==> src/imusfd_pkg.sv <==
package imusfd_pkg;

   // Frame marker and type bytes of the sensor protocol.
   localparam logic [7:0] HEADER_BYTE = 8'h55;
   localparam logic [7:0] TYPE_ACCEL  = 8'h51;
   localparam logic [7:0] TYPE_RATE   = 8'h52;
   localparam logic [7:0] TYPE_ANGLE  = 8'h53;

   // Frame bytes 1..7 are kept: type byte and three 16-bit axis values.
   localparam int STORED_BYTES = 7;

   // Depth of the queue between the frame collector and the scaler.
   localparam logic [1:0] QUEUE_DEPTH = 2'd2;

   // Configuration register map, one 32-bit word per register.
   localparam int CSR_ADDR_W = 4;
   localparam int CSR_DATA_W = 32;

   typedef enum logic [1:0] {
      REG_ACCEL_FS = 2'd0,
      REG_RATE_FS  = 2'd1,
      REG_ANGLE_FS = 2'd2
   } reg_index_type;

   localparam logic [4:0]  ACCEL_FS_RESET = 5'd16;
   localparam logic [10:0] RATE_FS_RESET  = 11'd2000;
   localparam logic [7:0]  ANGLE_FS_RESET = 8'd180;

   typedef enum logic [1:0] {
      KIND_ACCEL = 2'd0,
      KIND_RATE  = 2'd1,
      KIND_ANGLE = 2'd2
   } kind_type;

   // Full-scale settings as seen by the scaler.
   typedef struct packed {
      logic [4:0]  accel_fs;
      logic [10:0] rate_fs;
      logic [7:0]  angle_fs;
   } fs_cfg_type;

   // One decoded frame waiting for scaling.
   typedef struct packed {
      kind_type           kind;
      logic signed [15:0] raw_x;
      logic signed [15:0] raw_y;
      logic signed [15:0] raw_z;
   } frame_item_type;

   // Result beat; the last member lands in the lowest bits of tdata.
   typedef struct packed {
      logic [1:0]         pad;
      logic signed [27:0] scaled_z;
      logic signed [27:0] scaled_y;
      logic signed [27:0] scaled_x;
      logic signed [15:0] raw_z;
      logic signed [15:0] raw_y;
      logic signed [15:0] raw_x;
      logic [1:0]         frame_kind;
   } result_type;

   localparam int RSP_DATA_W = $bits(result_type);

endpackage

==> src/imusfd_front.sv <==
module imusfd_front
   import imusfd_pkg::*;
#(
   parameter int FRAME_LENGTH = 11
) (
   input  logic           clock,
   input  logic           reset,
   input  logic           req_tvalid,
   input  logic           req_tready,
   input  logic [7:0]     req_tdata,   // [7:0] rx_byte
   output logic           push,
   output frame_item_type push_item
);

   localparam int POS_W = $clog2(FRAME_LENGTH);
   localparam logic [POS_W-1:0] LAST_POS = POS_W'(FRAME_LENGTH - 1);

   logic [POS_W-1:0] pos_ff, pos_in;
   logic [7:0]       bytes_ff [STORED_BYTES];
   logic [7:0]       view     [STORED_BYTES];
   logic             accept;
   logic             known;
   kind_type         kind;

   assign accept = req_tvalid && req_tready;

   // Frame position: wait for the header at position zero, wrap after the last byte.
   always_comb begin
      pos_in = pos_ff;
      if (accept) begin
         if (pos_ff == '0) begin
            pos_in = (req_tdata == HEADER_BYTE) ? POS_W'(1) : '0;
         end else if (pos_ff == LAST_POS) begin
            pos_in = '0;
         end else begin
            pos_in = pos_ff + POS_W'(1);
         end
      end
   end

   always_ff @(posedge clock) begin
      if (reset) begin
         pos_ff <= '0;
      end else begin
         pos_ff <= pos_in;
      end
   end

   // Store frame bytes 1..7; later bytes are only counted.
   always_ff @(posedge clock) begin
      for (int i = 0; i < STORED_BYTES; i++) begin
         if (accept && pos_ff == POS_W'(i + 1)) begin
            bytes_ff[i] <= req_tdata;
         end
      end
   end

   // Frame as it stands including the incoming beat, for short frames
   // whose last byte is also a stored one.
   always_comb begin
      for (int i = 0; i < STORED_BYTES; i++) begin
         view[i] = (pos_ff == POS_W'(i + 1)) ? req_tdata : bytes_ff[i];
      end
   end

   // Classify the frame type.
   always_comb begin
      known = 1'b1;
      kind  = KIND_ACCEL;
      case (view[0])
         TYPE_ACCEL: kind = KIND_ACCEL;
         TYPE_RATE:  kind = KIND_RATE;
         TYPE_ANGLE: kind = KIND_ANGLE;
         default:    known = 1'b0;
      endcase
   end

   // Hand a finished frame of known type to the queue.
   assign push            = accept && (pos_ff == LAST_POS) && known;
   assign push_item.kind  = kind;
   assign push_item.raw_x = {view[2], view[1]};
   assign push_item.raw_y = {view[4], view[3]};
   assign push_item.raw_z = {view[6], view[5]};

endmodule

==> src/imusfd_queue.sv <==
module imusfd_queue
   import imusfd_pkg::*;
(
   input  logic           clock,
   input  logic           reset,
   input  logic           push,
   input  frame_item_type push_item,
   input  logic           pop,
   output frame_item_type head_item,
   output logic [1:0]     count
);

   frame_item_type slot_ff [2];
   logic           wr_ptr_ff, wr_ptr_in;
   logic           rd_ptr_ff, rd_ptr_in;
   logic [1:0]     count_ff, count_in;

   // Pointer and fill count update.
   always_comb begin
      wr_ptr_in = push ? ~wr_ptr_ff : wr_ptr_ff;
      rd_ptr_in = pop ? ~rd_ptr_ff : rd_ptr_ff;
      count_in  = count_ff;
      if (push && !pop) begin
         count_in = count_ff + 2'd1;
      end else if (pop && !push) begin
         count_in = count_ff - 2'd1;
      end
   end

   always_ff @(posedge clock) begin
      if (reset) begin
         wr_ptr_ff <= 1'b0;
         rd_ptr_ff <= 1'b0;
         count_ff  <= 2'd0;
      end else begin
         wr_ptr_ff <= wr_ptr_in;
         rd_ptr_ff <= rd_ptr_in;
         count_ff  <= count_in;
      end
   end

   // Frame storage.
   always_ff @(posedge clock) begin
      if (push) begin
         slot_ff[wr_ptr_ff] <= push_item;
      end
   end

   assign head_item = slot_ff[rd_ptr_ff];
   assign count     = count_ff;

endmodule

==> src/imusfd_scale.sv <==
module imusfd_scale
   import imusfd_pkg::*;
(
   input  logic                  clock,
   input  logic                  reset,
   input  logic                  head_valid,
   input  frame_item_type        head_item,
   input  fs_cfg_type            cfg,
   output logic                  pop,
   output logic                  rsp_tvalid,
   input  logic                  rsp_tready,
   output logic [RSP_DATA_W-1:0] rsp_tdata
);

   logic               rsp_valid_ff;
   result_type         rsp_data_ff, rsp_data_in;
   logic [10:0]        fs;
   logic signed [27:0] prod_x, prod_y, prod_z;

   // Take the next frame whenever the output register is free or being drained.
   assign pop = head_valid && (!rsp_valid_ff || rsp_tready);

   // Full scale of the frame's kind.
   always_comb begin
      case (head_item.kind)
         KIND_ACCEL: fs = 11'(cfg.accel_fs);
         KIND_RATE:  fs = cfg.rate_fs;
         KIND_ANGLE: fs = 11'(cfg.angle_fs);
         default:    fs = '0;
      endcase
   end

   // One multiplier per axis; raw times full scale fits 27 signed bits.
   assign prod_x = 28'(head_item.raw_x * $signed({1'b0, fs}));
   assign prod_y = 28'(head_item.raw_y * $signed({1'b0, fs}));
   assign prod_z = 28'(head_item.raw_z * $signed({1'b0, fs}));

   always_comb begin
      rsp_data_in.pad        = 2'b00;
      rsp_data_in.frame_kind = head_item.kind;
      rsp_data_in.raw_x      = head_item.raw_x;
      rsp_data_in.raw_y      = head_item.raw_y;
      rsp_data_in.raw_z      = head_item.raw_z;
      rsp_data_in.scaled_x   = {prod_x[26:0], 1'b0};
      rsp_data_in.scaled_y   = {prod_y[26:0], 1'b0};
      rsp_data_in.scaled_z   = {prod_z[26:0], 1'b0};
   end

   // Output register.
   always_ff @(posedge clock) begin
      if (reset) begin
         rsp_valid_ff <= 1'b0;
      end else if (pop) begin
         rsp_valid_ff <= 1'b1;
      end else if (rsp_tready) begin
         rsp_valid_ff <= 1'b0;
      end
   end

   always_ff @(posedge clock) begin
      if (pop) begin
         rsp_data_ff <= rsp_data_in;
      end
   end

   assign rsp_tvalid = rsp_valid_ff;
   assign rsp_tdata  = rsp_data_ff;

endmodule

==> src/imu_serial_frame_decoder.sv <==
// Channel  Direction  Beat
// req_     in         rx_byte, one received serial byte
// rsp_     out        frame_kind, raw_x/y/z, scaled_x/y/z of one decoded frame
// csr_     in/out     APB access to the three full-scale registers
//
// One byte is accepted every cycle while the queue is not full. A decoded frame
// enters the queue when its last byte is accepted, then passes through the axis
// multipliers into the output register once that register is free or being drained.
// Reset is synchronous and clears the frame position, queue and output valid.
// The two-entry queue absorbs output stalls; req_tready drops only when it is full.
module imu_serial_frame_decoder
   import imusfd_pkg::*;
#(
   parameter int FRAME_LENGTH = 11
) (
   input  logic                  clock,
   input  logic                  reset,
   input  logic                  req_tvalid,
   output logic                  req_tready,
   input  logic [7:0]            req_tdata,    // [7:0] rx_byte
   output logic                  rsp_tvalid,
   input  logic                  rsp_tready,
   // [1:0] frame_kind, [17:2] raw_x, [33:18] raw_y, [49:34] raw_z,
   // [77:50] scaled_x, [105:78] scaled_y, [133:106] scaled_z, [135:134] zero
   output logic [RSP_DATA_W-1:0] rsp_tdata,
   input  logic                  csr_psel,
   input  logic                  csr_penable,
   input  logic                  csr_pwrite,
   input  logic [CSR_ADDR_W-1:0] csr_paddr,
   input  logic [CSR_DATA_W-1:0] csr_pwdata,
   output logic [CSR_DATA_W-1:0] csr_prdata,
   output logic                  csr_pready
);

   logic           fifo_push;
   logic           fifo_pop;
   frame_item_type push_item;
   frame_item_type head_item;
   logic [1:0]     fifo_count;
   fs_cfg_type     cfg_ff;
   logic           csr_write;
   reg_index_type  csr_index;

   // Configuration registers.
   assign csr_pready = 1'b1;
   assign csr_write  = csr_psel && csr_penable && csr_pwrite && csr_pready;
   assign csr_index  = reg_index_type'(csr_paddr[3:2]);

   always_ff @(posedge clock) begin
      if (reset) begin
         cfg_ff.accel_fs <= ACCEL_FS_RESET;
         cfg_ff.rate_fs  <= RATE_FS_RESET;
         cfg_ff.angle_fs <= ANGLE_FS_RESET;
      end else if (csr_write) begin
         case (csr_index)
            REG_ACCEL_FS: cfg_ff.accel_fs <= csr_pwdata[4:0];
            REG_RATE_FS:  cfg_ff.rate_fs  <= csr_pwdata[10:0];
            REG_ANGLE_FS: cfg_ff.angle_fs <= csr_pwdata[7:0];
            default:      ;
         endcase
      end
   end

   always_comb begin
      case (csr_index)
         REG_ACCEL_FS: csr_prdata = CSR_DATA_W'(cfg_ff.accel_fs);
         REG_RATE_FS:  csr_prdata = CSR_DATA_W'(cfg_ff.rate_fs);
         REG_ANGLE_FS: csr_prdata = CSR_DATA_W'(cfg_ff.angle_fs);
         default:      csr_prdata = '0;
      endcase
   end

   // Input side stalls only while the queue is full.
   assign req_tready = (fifo_count != QUEUE_DEPTH);

   imusfd_front #(
      .FRAME_LENGTH (FRAME_LENGTH)
   ) u_front (
      .clock      (clock),
      .reset      (reset),
      .req_tvalid (req_tvalid),
      .req_tready (req_tready),
      .req_tdata  (req_tdata),
      .push       (fifo_push),
      .push_item  (push_item)
   );

   imusfd_queue u_queue (
      .clock     (clock),
      .reset     (reset),
      .push      (fifo_push),
      .push_item (push_item),
      .pop       (fifo_pop),
      .head_item (head_item),
      .count     (fifo_count)
   );

   imusfd_scale u_scale (
      .clock      (clock),
      .reset      (reset),
      .head_valid (fifo_count != 2'd0),
      .head_item  (head_item),
      .cfg        (cfg_ff),
      .pop        (fifo_pop),
      .rsp_tvalid (rsp_tvalid),
      .rsp_tready (rsp_tready),
      .rsp_tdata  (rsp_tdata)
   );

   // Queue never takes a frame while full.
   a_no_overflow: assert property (@(posedge clock) disable iff (reset)
      fifo_push |-> (fifo_count != QUEUE_DEPTH))
      else $error("frame queue overflow");

   // Scaler never takes a frame from an empty queue.
   a_no_underflow: assert property (@(posedge clock) disable iff (reset)
      fifo_pop |-> (fifo_count != 2'd0))
      else $error("frame queue underflow");

   // A lone push grows the queue by exactly one frame.
   a_count_step: assert property (@(posedge clock) disable iff (reset)
      (fifo_push && !fifo_pop) |=> (fifo_count == $past(fifo_count) + 2'd1))
      else $error("frame queue count mismatch");

endmodule

==> config.mk <==
export PLATFORM = sky130hd
export DESIGN_NAME = imu_serial_frame_decoder
export DESIGN_NICKNAME = d
export VERILOG_FILES = /design/src/imusfd_pkg.sv /design/src/imusfd_front.sv /design/src/imusfd_queue.sv /design/src/imusfd_scale.sv /design/src/imu_serial_frame_decoder.sv
export SDC_FILE = /design/constraint.sdc
export NUM_CORES = 2
export LEC_CHECK = 0
export ABC_CLOCK_PERIOD_IN_PS = 7050
export BUFFER_PORTS_ARGS = -buffer_cell sky130_fd_sc_hd__buf_4
export CORE_UTILIZATION = 55
export CTS_BUF_LIST = sky130_fd_sc_hd__clkbuf_4 sky130_fd_sc_hd__clkbuf_8 sky130_fd_sc_hd__clkbuf_16
export DETAILED_ROUTE_END_ITERATION = 16
export PLACE_DENSITY = 0.74
export REMOVE_ABC_BUFFERS = 1
export SETUP_SLACK_MARGIN = 0.05
export SYNTH_ARGS = -nofsm -noshare
export SYNTH_HDL_FRONTEND = slang
export SYNTH_SLANG_ARGS = --single-unit
==> constraint.sdc <==
create_clock -name clock -period 7.05 [get_ports clock]
set_input_delay 0 -clock clock [delete_from_list [all_inputs] [get_ports clock]]
set_output_delay 0 -clock clock [all_outputs]
set_load 0.01 [all_outputs]
==> results_dict.tcl <==
set metrics [dict create \
    status "finished clean" \
    yosysWarnings 0 \
    p_per_area_nw_per_um2 119.7 \
    pwr-share-clk_pct 45.7 \
    p_int_w 0.003222 \
    hp-class "primary input to flop" \
    core_um2 55420 \
    worstPathMaxFanout 21 \
    yosys_register_bits 321 \
    criticalPathCategory "flop to flop" \
    routed_via_density 5.368 \
    synth_top_area_share_pct 30.61 \
    drive_gt1_share_pct 12.48 \
    crit_path_end_kind "flop" \
    final_area_um2 34750 \
    syn_area_um2 31000 \
    area_growth_pct 12.11 \
    period_share_pct 95.17 \
    drc 0 \
    cp-start-kind "flop" \
    max_freq_ghz 0.1490 \
    seq_area_frac_synth_pct 30.00 \
    drt_pass1_iterations 5 \
    start_util_pct 55.94 \
    port_buffers 171 \
    cts_sinks 321 \
    grt_max_degree 82 \
    path_cells "mux2_2 -> and2_1 -> buf_4 -> a22o_1 -> buf_4 -> nand2_1 -> fa_1 -> inv_1 -> fa_1 -> fa_1 -> fa_1 -> inv_1 -> fa_1 -> inv_1 -> ha_1 -> a21oi_1 -> o22ai_1 -> a211oi_1 -> o21ai_2 -> a221o_1 -> o2111a_1 -> a211o_1" \
    clk_latency_ns 0.58 \
    switching_share_pct 22.54 \
    grt_usage_pct 25.78 \
    synth_ff_type "edfxtp_1" \
    antenna_left 0 \
    rows 86 \
    cpLargestDelayFamily "adder cells" \
    cpMaxStageDelayCell "fa_1" \
    antenna_found_initial 4 \
    synth.avg_cell_area_um2 10.46 \
    place_congestion 0.8972 \
    crit_top_cell "fa_1" \
    seqPwrFrac_pct 49.4 \
    relSlewSlack_pct 19.89 \
    async_flop_share_pct 0 \
    final_cell_mix "663 x inv_1, 474 x fa_1, 415 x nand2_1, 287 x edfxtp_1, 220 x buf_4" \
    layout_min_cycle_time_ns 6.710 \
    path_clk_slew_ns 0.06 \
    ys_types 69 \
    pin_count 222 \
    htreeDepth 2 \
    crit_arrival_ns 7.02 \
    cts_root_buf "clkbuf_16" \
    final_max_slew_viol_count 0 \
    finClkSkew_ns 0.02041 \
    num_vias 21060 \
    avgRoutedWirePerCell_um 17.94 \
    die_w_um 239.4 \
    grt_overflow 0 \
    synth_edf_count 287 \
    cp_data_required_time_ns 7.36 \
    dr.first_iter.drc_count 1188 \
    pwr-share-comb_pct 4.9 \
    critical-path-max-stage-delay_ns 0.57 \
    final_common_cell "inv_1" \
    yosys.area.top_type "fa_1" \
    rrSetupSlack_ns 0.34 \
    drv_cap 0 \
    tns_ns 0 \
    tightest_slew_ns 1.192 \
    design.die.area_um2 57320 \
    rsz0062_at_grt "no" \
    numCtsBuffers 37 \
    syn-instance-count 2964 \
    final-hold-violation-count 0 \
    peakVddDrop_mv 0.1358 \
    drt_wl_total_um 70380 \
    nets 3847 \
    cts_tree "done" \
    critPathBufInv 5 \
    clock_path_buffers 3 \
    grt_pass1_wl_um 115500 \
    dp_hpwl_um 53550 \
    yosys-top-cells-area "fa_1 31%, edfxtp_1 28%, inv_1 8.0%, ha_1 7.2%, nand2_1 5.0%" \
    postPlaceCellArea_um2 33230 \
    fillers 4353 \
    p_switching_w 0.0009376 \
    setup_viol 0 \
    leakage_nw 16.34 \
    fp.dieH_um 239.4 \
    grt_pass1_vias 23030 \
]
path summary, 6_finish.rpt:
path | from | endpoint | depth (start not counted)
hold reg to reg | u_queue.rd_ptr_ff | flop | 2
setup / recovery | flop | u_scale.rsp_tdata[103] | 22
setup reg to reg | flop | u_scale.rsp_tdata[103] | 22
hold / removal | csr_penable | cfg_ff[9] | 5
registers in the layout, indices dropped and copies added, names as in the netlist, named ones only:
register,flops
cfg_ff,24
u_queue.rd_ptr_ff,1
u_queue.wr_ptr_ff,1
u_queue.slot_ff,100
u_scale.rsp_tdata,131
u_scale.rsp_tvalid,1
u_front.bytes_ff,56
u_front.pos_ff,4
u_queue.count,2
routing by layer:
layer,wire [um],up-vias,GRT usage (%),share of wire [%]
li1,-,9551,-,-
met1,27930,10680,31.45,40
met2,35970,647,45.19,51
met3,3784,183,4.472,5.4
met4,2689,2,10.59,3.8
met5,10,-,0,0.014
worst min-delay path: cells and delay by family:
kind / cells / cell delay, ns
and+or+nand+nor: 3 / 0.31
muxes: 1 / 0.14
buffers and inverters: 1 / 0.11
cells in the mapped netlist, types with 21 or more instances:
cell type,instances
a21o_1,25
a21oi_1,54
and3_1,53
buf_2,28
buf_4,27
clkbuf_1,81
dfxtp_1,34
edfxtp_1,287
fa_1,474
ha_1,178
inv_1,664
mux2_2,73
mux2i_1,49
nand2_1,415
nor2_1,158
nor2b_1,23
o21ai_0,40
xnor2_1,58
xor2_1,21
area by class of cell:
class | instances | area, um2 | share of cell area, %
antenna | 3 | 7.507 | 0.02160
clock buffer | 47 | 1036 | 2.981
clock inverter | 21 | 152.6 | 0.4392
inverter | 679 | 2554 | 7.348
multi-input combinational | 1849 | 18680 | 53.74
sequential | 321 | 9300 | 26.76
tap | 748 | 935.9 | 2.693
timing repair buffer | 256 | 2092 | 6.020
power by group through the flow:
stage / Sequential [W] / Clock, W / Combinational [W]
after floorplan: 0.00210 / 0 / 0.000118
after global placement: 0.00210 / 0 / 0.000184
after detailed placement: 0.00210 / 0 / 0.000189
after CTS: 0.00206 / 0.00194 / 0.000203
after global routing: 0.00206 / 0.00201 / 0.000228
final: 0.00206 / 0.00190 / 0.000205
kinds of logic after synthesis:
group	after synthesis	share of synthesized area, %
other cells	2	0.02423
flops	321	30.00
mux	123	4.307
xor+xnor	79	2.232
simple gates	744	10.36
buf+inv	819	10.36
compound gates	224	4.932
fa+ha+maj	652	37.79
through the flow:
step                      setup slack (ns)  utilization [%]  hold WS, ns  instances  total power, W
after floorplan                     -2.238                -      0.06907       2849        0.002214
after global placement              0.4073            59.97       0.2043       3824        0.002280
after detailed placement            0.2584            59.97       0.2120       3824        0.002285
after CTS                           0.2089            62.62      0.01461       3920        0.004197
after global routing               0.05242            62.71      0.06201       3924        0.004296
final                               0.3404            62.71      0.02767       3924        0.004160
what timing repair did:
action,CTS,global route
endpoints found under the setup margin,0,9
endpoints found under the hold margin,188,0
setup buffers,0,1
hold buffers,28,0
resized for setup,0,8
Note: power is estimated with default switching activity, not from simulation.
